[src/hw/rtl/adc_group_scan_sequencer_core_defines.svh]
// Assertion macros for the ADC scan sequencer.
// Each use names clk and rst of the enclosing module.
`ifndef ADC_GROUP_SCAN_SEQUENCER_CORE_DEFINES_SVH
`define ADC_GROUP_SCAN_SEQUENCER_CORE_DEFINES_SVH

// same-cycle implication
`define AGSS_ASSERT_NOW(name, ante, cons, msg) \
  name: assert property (@(posedge clk) disable iff (rst) (ante) |-> (cons)) \
    else $error(msg);

// next-cycle implication
`define AGSS_ASSERT_NEXT(name, ante, cons, msg) \
  name: assert property (@(posedge clk) disable iff (rst) (ante) |=> (cons)) \
    else $error(msg);

`endif

[src/hw/rtl/agss_pkg.sv]
package agss_pkg;

  localparam int RAW_W = 12;

  // operation codes on the input side
  localparam logic [2:0] OP_TICK    = 3'd0;
  localparam logic [2:0] OP_DONE    = 3'd1;
  localparam logic [2:0] OP_ERROR   = 3'd2;
  localparam logic [2:0] OP_REFUSED = 3'd3;
  localparam logic [2:0] OP_PAUSE   = 3'd4;
  localparam logic [2:0] OP_RESUME  = 3'd5;

  // result kinds
  localparam logic [2:0] KIND_STATUS  = 3'd0;
  localparam logic [2:0] KIND_START   = 3'd1;
  localparam logic [2:0] KIND_CANCEL  = 3'd2;
  localparam logic [2:0] KIND_PUBLISH = 3'd3;
  localparam logic [2:0] KIND_STALE   = 3'd4;

  // channels; the phase uses the same codes, plus PH_NONE
  localparam logic [2:0] CH_MID   = 3'd0;
  localparam logic [2:0] CH_HIGH  = 3'd1;
  localparam logic [2:0] CH_LOW   = 3'd2;
  localparam logic [2:0] CH_BATT  = 3'd3;
  localparam logic [2:0] CH_THERM = 3'd4;
  localparam logic [2:0] CH_NONE  = 3'd5;
  localparam logic [2:0] PH_NONE  = 3'd7;

  localparam logic [1:0] GRP_NONE  = 2'd0;
  localparam logic [1:0] GRP_RES   = 2'd1;
  localparam logic [1:0] GRP_BATT  = 2'd2;
  localparam logic [1:0] GRP_THERM = 2'd3;

  // register indexes (byte address = 4 * index)
  localparam logic [2:0] REG_RES_PERIOD   = 3'd0;
  localparam logic [2:0] REG_BATT_PERIOD  = 3'd1;
  localparam logic [2:0] REG_THERM_PERIOD = 3'd2;
  localparam logic [2:0] REG_RES_AGE      = 3'd3;
  localparam logic [2:0] REG_BATT_AGE     = 3'd4;
  localparam logic [2:0] REG_THERM_AGE    = 3'd5;
  localparam logic [2:0] REG_SAT_LOW      = 3'd6;
  localparam logic [2:0] REG_SAT_HIGH     = 3'd7;

  localparam logic [15:0]      PERIOD_RST   = 16'd1000;
  localparam logic [15:0]      MAX_AGE_RST  = 16'd3000;
  localparam logic [RAW_W-1:0] SAT_LOW_RST  = '0;
  localparam logic [RAW_W-1:0] SAT_HIGH_RST = '1;

  typedef struct packed {
    logic [2:0]       kind;
    logic [2:0]       channel;
    logic [1:0]       group;
    logic [RAW_W-1:0] average_raw;
    logic             saturated;
  } res_t;

  function automatic logic [1:0] phase_group(input logic [2:0] p);
    logic [1:0] g;
    case (p)
      CH_MID, CH_HIGH, CH_LOW: g = GRP_RES;
      CH_BATT:                 g = GRP_BATT;
      CH_THERM:                g = GRP_THERM;
      default:                 g = GRP_NONE;
    endcase
    return g;
  endfunction

  function automatic logic [2:0] phase_chan(input logic [2:0] p);
    return (p <= CH_THERM) ? p : CH_NONE;
  endfunction

  function automatic logic is_sat(input logic [RAW_W-1:0] v,
                                  input logic [RAW_W-1:0] lo,
                                  input logic [RAW_W-1:0] hi);
    return (v <= lo) || (v >= hi);
  endfunction

  function automatic res_t make_res(input logic [2:0] kind, input logic [2:0] ch,
                                    input logic [1:0] grp,
                                    input logic [RAW_W-1:0] avg, input logic sat);
    res_t r;
    r.kind        = kind;
    r.channel     = ch;
    r.group       = grp;
    r.average_raw = avg;
    r.saturated   = sat;
    return r;
  endfunction

endpackage

[src/hw/rtl/adc_group_scan_sequencer_core.sv]
// An accepted input word passes the input register and then the result bundle, which drives m_*.
// Throughput: one input word per cycle while the bundle can take it; an event that causes k results
// (1 to 4) holds the bundle until all k words have left, one word per cycle while m_tready is high.
// Reset (rst, synchronous, active high): idle, no group, all groups due at once,
// fault clear, registers at their defaults, both stream sides empty.
`include "adc_group_scan_sequencer_core_defines.svh"

module adc_group_scan_sequencer_core #(
  parameter int AVERAGE_COUNT = 4
) (
  input  logic        clk,
  input  logic        rst,
  // input stream
  input  logic        s_tvalid,
  output logic        s_tready,
  input  logic [47:0] s_tdata,   // now_ms[31:0], sample_raw[43:32], zero[47:44]
  input  logic [2:0]  s_tuser,   // operation[2:0]
  // result stream
  output logic        m_tvalid,
  input  logic        m_tready,
  output logic [23:0] m_tdata,   // channel[2:0], group[4:3], average_raw[16:5],
                                 // saturated[17], fault[18], busy_res[19], zero[23:20]
  output logic [2:0]  m_tuser,   // kind[2:0]
  output logic        m_tlast,
  // register port
  input  logic        psel,
  input  logic        penable,
  input  logic        pwrite,
  input  logic [4:0]  paddr,
  input  logic [31:0] pwdata,
  output logic [31:0] prdata,
  output logic        pready
);
  import agss_pkg::*;

  // accumulator wide enough for AVERAGE_COUNT full-scale samples
  localparam int CNT_W   = $clog2(AVERAGE_COUNT);
  localparam int ACC_W   = RAW_W + CNT_W;
  // exact floor division by a constant: x * ceil(2^(N+l)/d) >> (N+l)
  localparam int DIV_SH  = ACC_W + CNT_W;
  localparam int RECIP_W = ACC_W + 1;
  localparam int PROD_W  = ACC_W + RECIP_W;
  localparam logic [RECIP_W-1:0] RECIP =
    RECIP_W'((2 ** DIV_SH + AVERAGE_COUNT - 1) / AVERAGE_COUNT);
  localparam logic [ACC_W-1:0] HALF = ACC_W'(AVERAGE_COUNT / 2);
  localparam logic [CNT_W:0]   AVG_N = (CNT_W + 1)'(AVERAGE_COUNT);

  typedef enum logic [1:0] {MODE_IDLE, MODE_START, MODE_POLL, MODE_PAUSED} mode_t;

  // ---------------- configuration registers ----------------
  logic [15:0]      period [3];
  logic [15:0]      max_age [3];
  logic [RAW_W-1:0] sat_low, sat_high;
  logic             cfg_wr;

  assign pready = 1'b1;
  assign cfg_wr = psel && penable && pwrite && pready;

  always_comb begin
    case (paddr[4:2])
      REG_RES_PERIOD:   prdata = {16'b0, period[0]};
      REG_BATT_PERIOD:  prdata = {16'b0, period[1]};
      REG_THERM_PERIOD: prdata = {16'b0, period[2]};
      REG_RES_AGE:      prdata = {16'b0, max_age[0]};
      REG_BATT_AGE:     prdata = {16'b0, max_age[1]};
      REG_THERM_AGE:    prdata = {16'b0, max_age[2]};
      REG_SAT_LOW:      prdata = {20'b0, sat_low};
      REG_SAT_HIGH:     prdata = {20'b0, sat_high};
      default:          prdata = '0;
    endcase
  end

  // ---------------- input register ----------------
  logic             in_valid;
  logic [2:0]       in_op;
  logic [31:0]      in_now;
  logic [RAW_W-1:0] in_raw;

  // ---------------- sequencer state ----------------
  mode_t            mode, mode_next;
  logic [2:0]       phase, phase_next;
  logic [CNT_W-1:0] sample_count, sample_count_next;
  logic [ACC_W-1:0] acc [3];
  logic [ACC_W-1:0] acc_next [3];
  logic [ACC_W-1:0] acc_add [3];
  logic             gsat, gsat_next;
  logic             fault, fault_next;
  logic [31:0]      group_start, group_start_next;
  logic [31:0]      next_due [3];
  logic [31:0]      next_due_next [3];
  logic [31:0]      pub_ms [3];
  logic [31:0]      pub_ms_next [3];
  logic [2:0]       pub_valid, pub_valid_next;

  // ---------------- result bundle (output side) ----------------
  res_t             slot [4];
  res_t             slot_next [4];
  logic [2:0]       n_res;
  logic [2:0]       b_count;
  logic [1:0]       b_idx;
  logic             b_valid, b_fault, b_busy;
  res_t             cur;
  logic             at_last, drain_done, advance, fire;

  assign cur        = slot[b_idx];
  assign at_last    = ({1'b0, b_idx} + 3'd1) == b_count;
  assign drain_done = b_valid && m_tready && at_last;
  // bundle can take a new event when empty or when its final word leaves now
  assign advance    = !b_valid || drain_done;
  assign fire       = in_valid && advance;
  assign s_tready   = !in_valid || advance;

  assign m_tvalid = b_valid;
  assign m_tlast  = at_last;
  assign m_tuser  = cur.kind;
  assign m_tdata  = {4'b0, b_busy, b_fault, cur.saturated, cur.average_raw,
                     cur.group, cur.channel};

  // rounded mean, clamped to full scale
  function automatic logic [RAW_W-1:0] mean_of(input logic [ACC_W-1:0] sum);
    logic [ACC_W-1:0]  x;
    logic [PROD_W-1:0] prod;
    logic [RAW_W:0]    q;
    x    = sum + HALF;
    prod = {{RECIP_W{1'b0}}, x} * {{ACC_W{1'b0}}, RECIP};
    q    = prod[PROD_W-1:DIV_SH];
    return q[RAW_W] ? '1 : q[RAW_W-1:0];
  endfunction

  // ---------------- per-event datapath ----------------
  logic [1:0]       samp_slot;
  logic [RAW_W-1:0] mean [3];
  logic [2:0]       stale, due;
  logic [CNT_W:0]   cnt_inc;

  assign samp_slot = (phase <= CH_LOW) ? phase[1:0] : 2'd0;
  assign cnt_inc   = {1'b0, sample_count} + (CNT_W + 1)'(1);

  for (genvar g = 0; g < 3; g++) begin : g_grp
    logic [31:0] age, lag;
    assign acc_add[g] = acc[g] + ((samp_slot == 2'(g)) ? ACC_W'(in_raw) : '0);
    assign mean[g]    = mean_of(acc_add[g]);
    assign age        = in_now - pub_ms[g];
    assign stale[g]   = pub_valid[g] && (age > {16'b0, max_age[g]});
    // wrap-safe: due while now - deadline is in the lower half range
    assign lag        = in_now - next_due[g];
    assign due[g]     = !lag[31];
  end

  logic       do_drop;
  mode_t      drop_mode;
  logic [1:0] fin_grp, fin_idx;

  assign fin_grp = phase_group(phase);
  assign fin_idx = fin_grp - 2'd1;

  always_comb begin
    mode_next         = mode;
    phase_next        = phase;
    sample_count_next = sample_count;
    acc_next          = acc;
    gsat_next         = gsat;
    fault_next        = fault;
    group_start_next  = group_start;
    next_due_next     = next_due;
    pub_ms_next       = pub_ms;
    pub_valid_next    = pub_valid;
    slot_next         = slot;
    n_res             = 3'd0;
    do_drop           = 1'b0;
    drop_mode         = MODE_IDLE;

    case (in_op)
      OP_TICK: begin
        if (mode != MODE_PAUSED) begin
          for (int i = 0; i < 3; i++) begin
            if (stale[i]) begin
              pub_valid_next[i] = 1'b0;
              slot_next[n_res[1:0]] = make_res(KIND_STALE, CH_NONE, 2'(i + 1), '0, gsat);
              n_res = n_res + 3'd1;
            end
          end
          if (mode == MODE_IDLE && due != 3'b000) begin
            // residual first, then battery, then thermistor
            phase_next = due[0] ? CH_MID : (due[1] ? CH_BATT : CH_THERM);
            for (int i = 0; i < 3; i++) acc_next[i] = '0;
            sample_count_next = '0;
            gsat_next         = 1'b0;
            group_start_next  = in_now;
            mode_next         = MODE_START;
          end
          if (mode_next == MODE_START) begin
            slot_next[n_res[1:0]] = make_res(KIND_START, phase_chan(phase_next),
                                             phase_group(phase_next), '0, gsat_next);
            n_res     = n_res + 3'd1;
            mode_next = MODE_POLL;
          end
        end
      end
      OP_DONE: begin
        if (mode == MODE_POLL) begin
          acc_next = acc_add;
          if (phase == CH_HIGH || phase == CH_LOW)
            gsat_next = gsat || is_sat(in_raw, sat_low, sat_high);
          if (cnt_inc < AVG_N) begin
            sample_count_next = cnt_inc[CNT_W-1:0];
            mode_next         = MODE_START;
          end else if (phase < CH_LOW) begin
            sample_count_next = '0;
            phase_next        = phase + 3'd1;
            mode_next         = MODE_START;
          end else begin
            // last sample of the group: publish and reschedule
            case (fin_grp)
              GRP_RES: begin
                slot_next[0] = make_res(KIND_PUBLISH, CH_MID, GRP_RES, mean[0], gsat_next);
                slot_next[1] = make_res(KIND_PUBLISH, CH_HIGH, GRP_RES, mean[1], gsat_next);
                slot_next[2] = make_res(KIND_PUBLISH, CH_LOW, GRP_RES, mean[2], gsat_next);
                n_res = 3'd3;
              end
              GRP_BATT: begin
                slot_next[0] = make_res(KIND_PUBLISH, CH_BATT, GRP_BATT, mean[0], gsat_next);
                n_res = 3'd1;
              end
              GRP_THERM: begin
                slot_next[0] = make_res(KIND_PUBLISH, CH_THERM, GRP_THERM, mean[0],
                                        is_sat(mean[0], sat_low, sat_high));
                n_res = 3'd1;
              end
              default: ;
            endcase
            if (fin_grp != GRP_NONE) begin
              pub_ms_next[fin_idx]    = group_start;
              pub_valid_next[fin_idx] = 1'b1;
              next_due_next[fin_idx]  = group_start + {16'b0, period[fin_idx]};
            end
            do_drop = 1'b1;
          end
        end
      end
      OP_ERROR: begin
        if (mode == MODE_POLL) begin
          slot_next[0] = make_res(KIND_CANCEL, phase_chan(phase), phase_group(phase),
                                  '0, gsat);
          n_res      = 3'd1;
          fault_next = 1'b1;
          do_drop    = 1'b1;
        end
      end
      OP_REFUSED: begin
        if (mode == MODE_POLL) begin
          fault_next = 1'b1;
          do_drop    = 1'b1;
        end
      end
      OP_PAUSE: begin
        if (mode != MODE_PAUSED) begin
          if (mode == MODE_POLL) begin
            slot_next[0] = make_res(KIND_CANCEL, phase_chan(phase), phase_group(phase),
                                    '0, gsat);
            n_res = 3'd1;
          end
          do_drop   = 1'b1;
          drop_mode = MODE_PAUSED;
        end
      end
      OP_RESUME: begin
        if (mode == MODE_POLL) begin
          slot_next[0] = make_res(KIND_CANCEL, phase_chan(phase), phase_group(phase),
                                  '0, gsat);
          n_res = 3'd1;
        end
        do_drop = 1'b1;
        for (int i = 0; i < 3; i++) next_due_next[i] = in_now;
      end
      default: ;
    endcase

    if (do_drop) begin
      for (int i = 0; i < 3; i++) acc_next[i] = '0;
      sample_count_next = '0;
      gsat_next         = 1'b0;
      phase_next        = PH_NONE;
      mode_next         = drop_mode;
    end

    // nothing else to say: one status word
    if (n_res == 3'd0) begin
      if (mode_next == MODE_START || mode_next == MODE_POLL)
        slot_next[0] = make_res(KIND_STATUS, phase_chan(phase_next),
                                phase_group(phase_next), '0, gsat_next);
      else
        slot_next[0] = make_res(KIND_STATUS, CH_NONE, GRP_NONE, '0, gsat_next);
      n_res = 3'd1;
    end
  end

  // ---------------- state, registers and outputs ----------------
  always_ff @(posedge clk) begin
    if (rst) begin
      for (int i = 0; i < 3; i++) begin
        period[i]    <= PERIOD_RST;
        max_age[i]   <= MAX_AGE_RST;
        next_due[i]  <= '0;
        pub_ms[i]    <= '0;
        acc[i]       <= '0;
      end
      sat_low      <= SAT_LOW_RST;
      sat_high     <= SAT_HIGH_RST;
      in_valid     <= 1'b0;
      mode         <= MODE_IDLE;
      phase        <= PH_NONE;
      sample_count <= '0;
      gsat         <= 1'b0;
      fault        <= 1'b0;
      group_start  <= '0;
      pub_valid    <= '0;
      b_valid      <= 1'b0;
      b_idx        <= '0;
      b_count      <= 3'd1;
    end else begin
      if (cfg_wr) begin
        case (paddr[4:2])
          REG_RES_PERIOD:   period[0]  <= pwdata[15:0];
          REG_BATT_PERIOD:  period[1]  <= pwdata[15:0];
          REG_THERM_PERIOD: period[2]  <= pwdata[15:0];
          REG_RES_AGE:      max_age[0] <= pwdata[15:0];
          REG_BATT_AGE:     max_age[1] <= pwdata[15:0];
          REG_THERM_AGE:    max_age[2] <= pwdata[15:0];
          REG_SAT_LOW:      sat_low    <= pwdata[RAW_W-1:0];
          REG_SAT_HIGH:     sat_high   <= pwdata[RAW_W-1:0];
          default: ;
        endcase
      end
      if (s_tready) in_valid <= s_tvalid;
      if (fire) begin
        mode         <= mode_next;
        phase        <= phase_next;
        sample_count <= sample_count_next;
        acc          <= acc_next;
        gsat         <= gsat_next;
        fault        <= fault_next;
        group_start  <= group_start_next;
        next_due     <= next_due_next;
        pub_ms       <= pub_ms_next;
        pub_valid    <= pub_valid_next;
        b_valid      <= 1'b1;
        b_idx        <= '0;
        b_count      <= n_res;
      end else if (drain_done) begin
        b_valid <= 1'b0;
      end else if (b_valid && m_tready) begin
        b_idx <= b_idx + 2'd1;
      end
    end
    // payload, no reset needed
    if (s_tvalid && s_tready) begin
      in_op  <= s_tuser;
      in_now <= s_tdata[31:0];
      in_raw <= s_tdata[43:32];
    end
    if (fire) begin
      slot    <= slot_next;
      b_fault <= fault_next;
      b_busy  <= (mode_next == MODE_START) || (mode_next == MODE_POLL);
    end
  end

  // ---------------- assertions ----------------
  `AGSS_ASSERT_NOW(a_bundle_count, b_valid, (b_count != 3'd0) && (b_count <= 3'd4),
                   "result bundle holds no word or too many")
  `AGSS_ASSERT_NOW(a_active_phase, (mode == MODE_START) || (mode == MODE_POLL),
                   phase <= CH_THERM, "active group without a phase")
  `AGSS_ASSERT_NOW(a_quiet_clear, (mode == MODE_IDLE) || (mode == MODE_PAUSED),
                   (phase == PH_NONE) && (sample_count == '0) && !gsat,
                   "group state left over while no group runs")
  `AGSS_ASSERT_NEXT(a_fire_loads, fire, b_valid && (b_idx == 2'd0),
                    "event not loaded into the result bundle")
  `AGSS_ASSERT_NEXT(a_fault_sticky, fault, fault, "fault flag cleared outside reset")

endmodule
[config.mk]
export PLATFORM = sky130hd
export DESIGN_NAME = adc_group_scan_sequencer_core
export DESIGN_NICKNAME = d
export VERILOG_FILES = /design/src/hw/rtl/agss_pkg.sv /design/src/hw/rtl/adc_group_scan_sequencer_core.sv
export VERILOG_INCLUDE_DIRS = /design/src /design/src/hw/rtl
export SDC_FILE = /design/constraint.sdc
export NUM_CORES = 2
export LEC_CHECK = 0
export CAP_MARGIN = 30
export CELL_PAD_IN_SITES_DETAIL_PLACEMENT = 1
export CELL_PAD_IN_SITES_GLOBAL_PLACEMENT = 2
export CORE_MARGIN = 10
export CORE_UTILIZATION = 37
export DETAILED_ROUTE_END_ITERATION = 8
export DONT_BUFFER_PORTS = 1
export GPL_TIMING_DRIVEN = 0
export HOLD_SLACK_MARGIN = 0.05
export PLACE_DENSITY = 0.82
export SYNTH_ARGS = -nofsm -noshare
export SYNTH_HDL_FRONTEND = slang
export SYNTH_SLANG_ARGS = --single-unit
[constraint.sdc]
create_clock -name clk -period 6.6 [get_ports clk]
set_clock_uncertainty 0.05 [all_clocks]
set_input_delay 0.66 -clock clk [delete_from_list [all_inputs] [get_ports clk]]
set_output_delay 0.66 -clock clk [all_outputs]
set_load 0.01 [all_outputs]
== Word-level counts from Yosys, hierarchy flattened ==
Memories as Yosys holds them, arrays and structs flattened.
Index checks and enable logic that the tools add are counted.
Widths: inputs -> output; s select.

* Muxes and demuxes: 172
* Reduce and logical (&&, ||, !) cells: 63
* Equal/unequal tests: 54
* Magnitude comparators: 24
* Bitwise logic cells: 15
* Add/subtract/negate cells: 21

{| class="wikitable"
|+ Operators with widths
! cell !! count
|-
| $mux 84 || 8
|-
| $mux 96 || 4
|-
| $pmux 32 s8 || 1
|-
| $bwmux 84 || 3
|-
| $mux 21 || 11
|-
| $mux 42 || 5
|-
| $bwmux 96 || 2
|-
| $pmux 96 s2 || 1
|-
| $sub 32x32->32 || 6
|-
| $mux 63 || 3
|-
| $pmux 42 s2 || 2
|-
| $demux 21 s2 || 3
|-
| $gt 32x16->1 || 3
|-
| $mux 16 || 6
|-
| $mux 3 || 30
|-
| $pmux 21 s4 || 1
|-
| $demux 32 s2 || 1
|-
| $pmux 21 s3 || 1
|-
| $mux 1 || 48
|-
| $mux 2 || 24
|-
| $add 14x12->14 || 3
|-
| $add 14x2->14 const B || 3
|-
| $bmux 21 s2 || 1
|-
| $mux 12 || 3
|-
| 56 further kinds || 176
|}

* Memories: 2
* Output and inout bits: 63
* RAM bits: 96
* Register bits: 442
* Bits of input ports: 95
* Logic and storage cells: 400

{| class="wikitable"
|+ Memory list
! name !! depth !! width !! read ports !! clocked after Yosys merged registers in !! wr ports !! line !! RTL
|-
| max_age || 3 || 16 || 3 || 0 || 3 || adc_group_scan_sequencer_core.sv:52 || <nowiki>logic [15:0] max_age [3];</nowiki>
|-
| period || 3 || 16 || 4 || 0 || 3 || adc_group_scan_sequencer_core.sv:51 || <nowiki>logic [15:0] period [3];</nowiki>
|}

== Longest topological paths before layout ==
* Depth in word-level cells: 24
* Gate-level depth with buffers: 32

== Worst setup path after synthesis ==
Ideal clock, no wire load.

* Path type: reg-to-reg
* From: reg phase[1]
* To: reg slot[21] (netlist name), enable pin
* Arrival time: 6450 ps
* Setup slack: -446 ps
* Period minus slack after synthesis: 7046 ps
* Cell stages (with the launch flop): 12
* Setup time: 546 ps
* Path buffers: 4
* Required time: 6004 ps
* Cells stage by stage: dfxtp_1 clkbuf_1 inv_1 ha_1 nor2_1 a2bb2oi_1 buf_1 buf_1 ha_1 clkbuf_1 a31oi_1 nor4_1

* Longest elaborated chain between the ends: 6
* Elaborated cells on any way between the ends: 12
* Classes of those cells: order compare: 1; eq/ne: 7; mux: 1; reduce/logical: 3

{| class="wikitable"
|+ Ends and longest elaborated chain
! what !! line !! RTL
|-
| start, declared || adc_group_scan_sequencer_core.sv:81 || <nowiki>logic [2:0] phase, phase_next;</nowiki>
|-
| start signal, assigned || adc_group_scan_sequencer_core.sv:338 || <nowiki>phase <= phase_next;</nowiki>
|-
| $eq 3x1->1 (tied with other cells) || agss_pkg.sv:59 || <nowiki>case (p)</nowiki>
|-
| $reduce_or 3->1 || agss_pkg.sv:59 ||
|-
| $pmux 2 s3 || agss_pkg.sv:59 ||
|-
| $eq 2x1->1 || adc_group_scan_sequencer_core.sv:214 || <nowiki>case (fin_grp)</nowiki>
|-
| $ne 2x1->1 (no source line) || -- ||
|-
| $reduce_and 7->1 (no source line) * || -- ||
|-
| end signal, assigned || adc_group_scan_sequencer_core.sv:363 || <nowiki>slot <= slot_next;</nowiki>
|-
| end, declared || adc_group_scan_sequencer_core.sv:96 || <nowiki>res_t slot [4];</nowiki>
|}

Mark *: on every way between the ends. The rest lies on a longest branch, timed or not.
A chain may end at the register's enable or synchronous reset.

== Worst setup path in the final report ==
* From: reg in_now[0]
* To: reg slot[63] (netlist name), enable pin

* Longest elaborated chain between the ends: 21
* Elaborated cells on any way between the ends: 45
* Classes of those cells: add/sub: 9; order compare: 3; eq/ne: 7; mux: 15; reduce/logical: 11

{| class="wikitable"
|+ Ends and longest elaborated chain
! what !! line !! RTL
|-
| start, declared || adc_group_scan_sequencer_core.sv:76 || <nowiki>logic [31:0] in_now;</nowiki>
|-
| start signal, assigned || adc_group_scan_sequencer_core.sv:359 || <nowiki>in_now <= s_tdata[31:0];</nowiki>
|-
| $sub 32x32->32 || adc_group_scan_sequencer_core.sv:143 || <nowiki>assign age = in_now - pub_ms[g];</nowiki>
|-
| $gt 32x16->1 || adc_group_scan_sequencer_core.sv:144 || <nowiki>assign stale[g] = pub_valid[g] && (age > {16'b0, max_age[g]});</nowiki>
|-
| $logic_and 1x1->1 || adc_group_scan_sequencer_core.sv:144 ||
|-
| $mux 1 || adc_group_scan_sequencer_core.sv:177 || <nowiki>if (stale[i]) begin</nowiki>
|-
| $mux 3 || adc_group_scan_sequencer_core.sv:175 || <nowiki>if (mode != MODE_PAUSED) begin</nowiki>
|-
| $mux 3 || adc_group_scan_sequencer_core.sv:173 || <nowiki>case (in_op)</nowiki>
|-
| $add 3x1->3 || adc_group_scan_sequencer_core.sv:180 || <nowiki>n_res = n_res + 3'd1;</nowiki>
|-
| $mux 3 || adc_group_scan_sequencer_core.sv:177 ||
|-
| [5 not listed] || -- ||
|-
| $mux 3 || adc_group_scan_sequencer_core.sv:173 ||
|-
| $add 3x1->3 || adc_group_scan_sequencer_core.sv:195 || <nowiki>n_res = n_res + 3'd1;</nowiki>
|-
| $mux 3 * || adc_group_scan_sequencer_core.sv:192 || <nowiki>if (mode_next == MODE_START) begin</nowiki>
|-
| $mux 3 * || adc_group_scan_sequencer_core.sv:175 ||
|-
| $pmux 3 s4 * || adc_group_scan_sequencer_core.sv:173 ||
|-
| $logic_not 3->1 * || adc_group_scan_sequencer_core.sv:288 || <nowiki>if (n_res == 3'd0) begin</nowiki>
|-
| $ne 5x2->1 (no source line) (tied with other cells) || -- ||
|-
| $reduce_and 8->1 (no source line) * || -- ||
|}

Mark *: on every way between the ends. The rest lies on a longest branch, timed or not. The select of a mux whose other input is x is not followed.

==> flow_metrics.tcl <==
set metrics [dict create \
    synth_area_mm2 0.0365 \
    fin_cells 5810 \
    p_clk_share_pct 42.9 \
    cpMaxStageDelayCell "or4_4" \
    gp_congestion 0.921 \
    worstPathMaxFanout 6 \
    io_buffers 0 \
    p_int_mw 6.46 \
    setup_viol 0 \
    pre_cts_slack_ns -2.66 \
    crit_top_cell "ha_4" \
    min_period_ns 6.53 \
    root_buffer "clkbuf_16" \
    worstRegToRegCells 31 \
    sequentialPowerShare_pct 39.5 \
    nFillCells 11500 \
    netlist_top_cells_count "nand2_1 (543), a21oi_1 (418), ha_1 (352), inv_1 (332), dfxtp_1 (309)" \
    die_height_um 334 \
    nets 4921 \
    max_stage_delay_ns 0.50 \
    ys_ff_latch 538 \
    fin_area_mm2 0.0429 \
    cts_buffers 68 \
    die_w_um 334 \
    power_density_mw_per_mm2 217 \
    cp.arrival_ns 6.84 \
    start_util_pct 37.2 \
    finalHoldViolCount 0 \
    p_sw_mw 2.84 \
    ios 158 \
    num_rows 115 \
    clk_latency_ns 0.66 \
    ir_worst_vdd_mv 0.217 \
    post-route-period-util_pct 99.0 \
    final_layout_size_suffix_gt1_share_pct 9.78 \
    clkTransAtPathRegs_ns 0.06 \
    cts_tree "built" \
    hold_path_depth 2 \
    worst_ep_required_time_ns 6.91 \
    synth_enable_flop_cells 229 \
    status "completed" \
    yosysMostFrequentCell "nand2_1" \
    fin_util_pct 43.7 \
    grt_usage_pct 26.4 \
    fin_tns_setup_ns 0 \
    grt_pass1_wl_um 225000 \
    drt-vias-per-instance 5.92 \
    drt_iter0_drc 3115 \
    worst_slack_ns 0.0664 \
    end_kind "register" \
    async_flop_share_pct 0 \
    synth_top_area_share_pct 18.8 \
    report.final.slew_viol_count 0 \
    cp-start-kind "register" \
    drc 0 \
    core_mm2 0.0981 \
    cts_sinks 538 \
    yosys_warnings 0 \
    dp_cells 5580 \
    overflow 0 \
    dieArea_mm2 0.112 \
    cap_violations 0 \
    relSlewSlack_pct 29.6 \
    max_freq_ghz 0.153 \
    place_hpwl_um 114000 \
    rsz0062_at_grt "yes" \
    holdWs_ns 0.0858 \
    synth_top_flop_cell "dfxtp_1" \
    synth-seq-area-share_pct 35.8 \
    wl_per_cell_um 26.4 \
    ant_nets 0 \
    grt_max_degree 29 \
    placed_area_mm2 0.0386 \
    vias 34400 \
    switching_share_pct 30.5 \
    path_class "register to register" \
    synthTopCellsByArea "edfxtp_1 (19%), dfxtp_1 (17%), ha_1 (12%)" \
    finalWirelength_um 153000 \
    htree_num_levels 3 \
    total_power_mw 9.31 \
    grt_pass1_vias 34700 \
    cts_buffer_depth 3 \
    synth_largest_area_cell "edfxtp_1" \
    synthCells 4252 \
    avgSynthCellArea_um2 8.58 \
    antenna_found_initial 6 \
    hold_class "input pin to register" \
    drtPass1Iterations 8 \
    synthToLayoutAreaGrowth_pct 17.5 \
    ys_types 91 \
    power.leakage_nw 15.8 \
    pwr-share-comb_pct 17.6 \
    tightest_slew_ns 1.05 \
]
-- flip-flops by register name (all words and copies together) (netlist names), 2 cells and up --
signal / flops
mode: 2
b_idx: 2
period: 48
slot: 84
phase: 3
next_due: 96
pub_valid: 3
b_count: 3
in_raw: 12
in_now: 32
sat_high: 12
max_age: 48
pub_ms: 96
acc: 42
group_start: 32
sat_low: 12
in_op: 3
sample_count: 2
-- cell type report --
| type | instances | area, um^2 | share of cell area (%) |
|---|---|---|---|
| Timing Repair Buffer | 130 | 1330 | 3.11 |
| Antenna cell | 2 | 5.00 | 0.0117 |
| Sequential cell | 538 | 13100 | 30.5 |
| Clock inverter | 28 | 343 | 0.799 |
| Inverter | 336 | 1270 | 2.97 |
| Tap cell | 1287 | 1610 | 3.75 |
| Clock buffer | 96 | 2000 | 4.66 |
| Multi-Input combinational cell | 3154 | 22200 | 51.8 |
| Buffer | 239 | 1070 | 2.49 |
-- metal layers --
layer  track usage, %  vias to the layer above  part of all wire (%)
li1                 -                    15800                     -
met5                0                        -                 0.023
met4             8.86                        6                   3.3
met3             4.93                      245                   7.0
met2             44.6                     1144                    47
met1             33.6                    17200                    43
-- logic make-up after synthesis --
family / count (synthesis) / share of synthesized area, %
AO/OA/AOI/OAI: 1208 / 21.5
XOR/XNOR: 162 / 3.89
adder cells (fa/ha/maj): 359 / 12.4
buffers and inverters: 579 / 6.35
flip-flops: 538 / 35.8
multiplexers: 97 / 3.65
other: 2 / 0.0206
AND/OR/NAND/NOR: 1307 / 16.4
-- final timing paths --
kind / from / end / slack (ns)
min reg2reg: pub_ms[47] / pub_ms[47] / 0.40
max: in_now[0] / slot[63] / 0.07
max reg2reg: in_now[0] / slot[63] / 0.07
min: pwdata[0] / sat_high[0] / 0.09
-- critical path: cells and delay by family, from the launching register on --
family                   cells  cell delay (ns)
buffers and inverters        5             0.61
AO/OA/AOI/OAI                9             1.70
flip-flops                   1             0.34
adder cells (fa/ha/maj)      5             1.35
XOR/XNOR                     2             0.44
AND/OR/NAND/NOR             10             1.74
-- power by group through the flow --
stage,sequential (mW),clock (mW),combinational [mW]
after floorplan,3.67,0,0.929
after global placement,3.77,0,1.37
after detailed placement,3.77,0,1.42
after CTS,3.67,4.02,1.56
after global routing,3.68,4.17,1.77
final,3.68,3.99,1.64
-- timing repair --
item	4_1_cts	5_1_grt
hold buffers	47	0
resized for setup	128	91
pin swaps	34	37
gates cloned	0	1
setup endpoints to repair	182	158
hold endpoints to repair	47	0
setup buffers	48	9
-- cells in the final DEF, fill, tap and decap left out, types with 48 or more instances in the layout --
cell type    n
clkbuf_16   72
a21o_1      69
xor2_1      57
a21oi_1    407
ha_1       332
nor3_1      75
nand2_1    537
dfxtp_1    308
nand3_1     91
clkbuf_1   195
mux2i_1     48
a211oi_1    96
a221oi_1    74
buf_4       71
inv_1      327
o21ai_0    177
xnor2_1     85
and2_1      63
nor2_1     274
edfxtp_1   229
nand4_1     57
(Power assumes the default switching activity.)
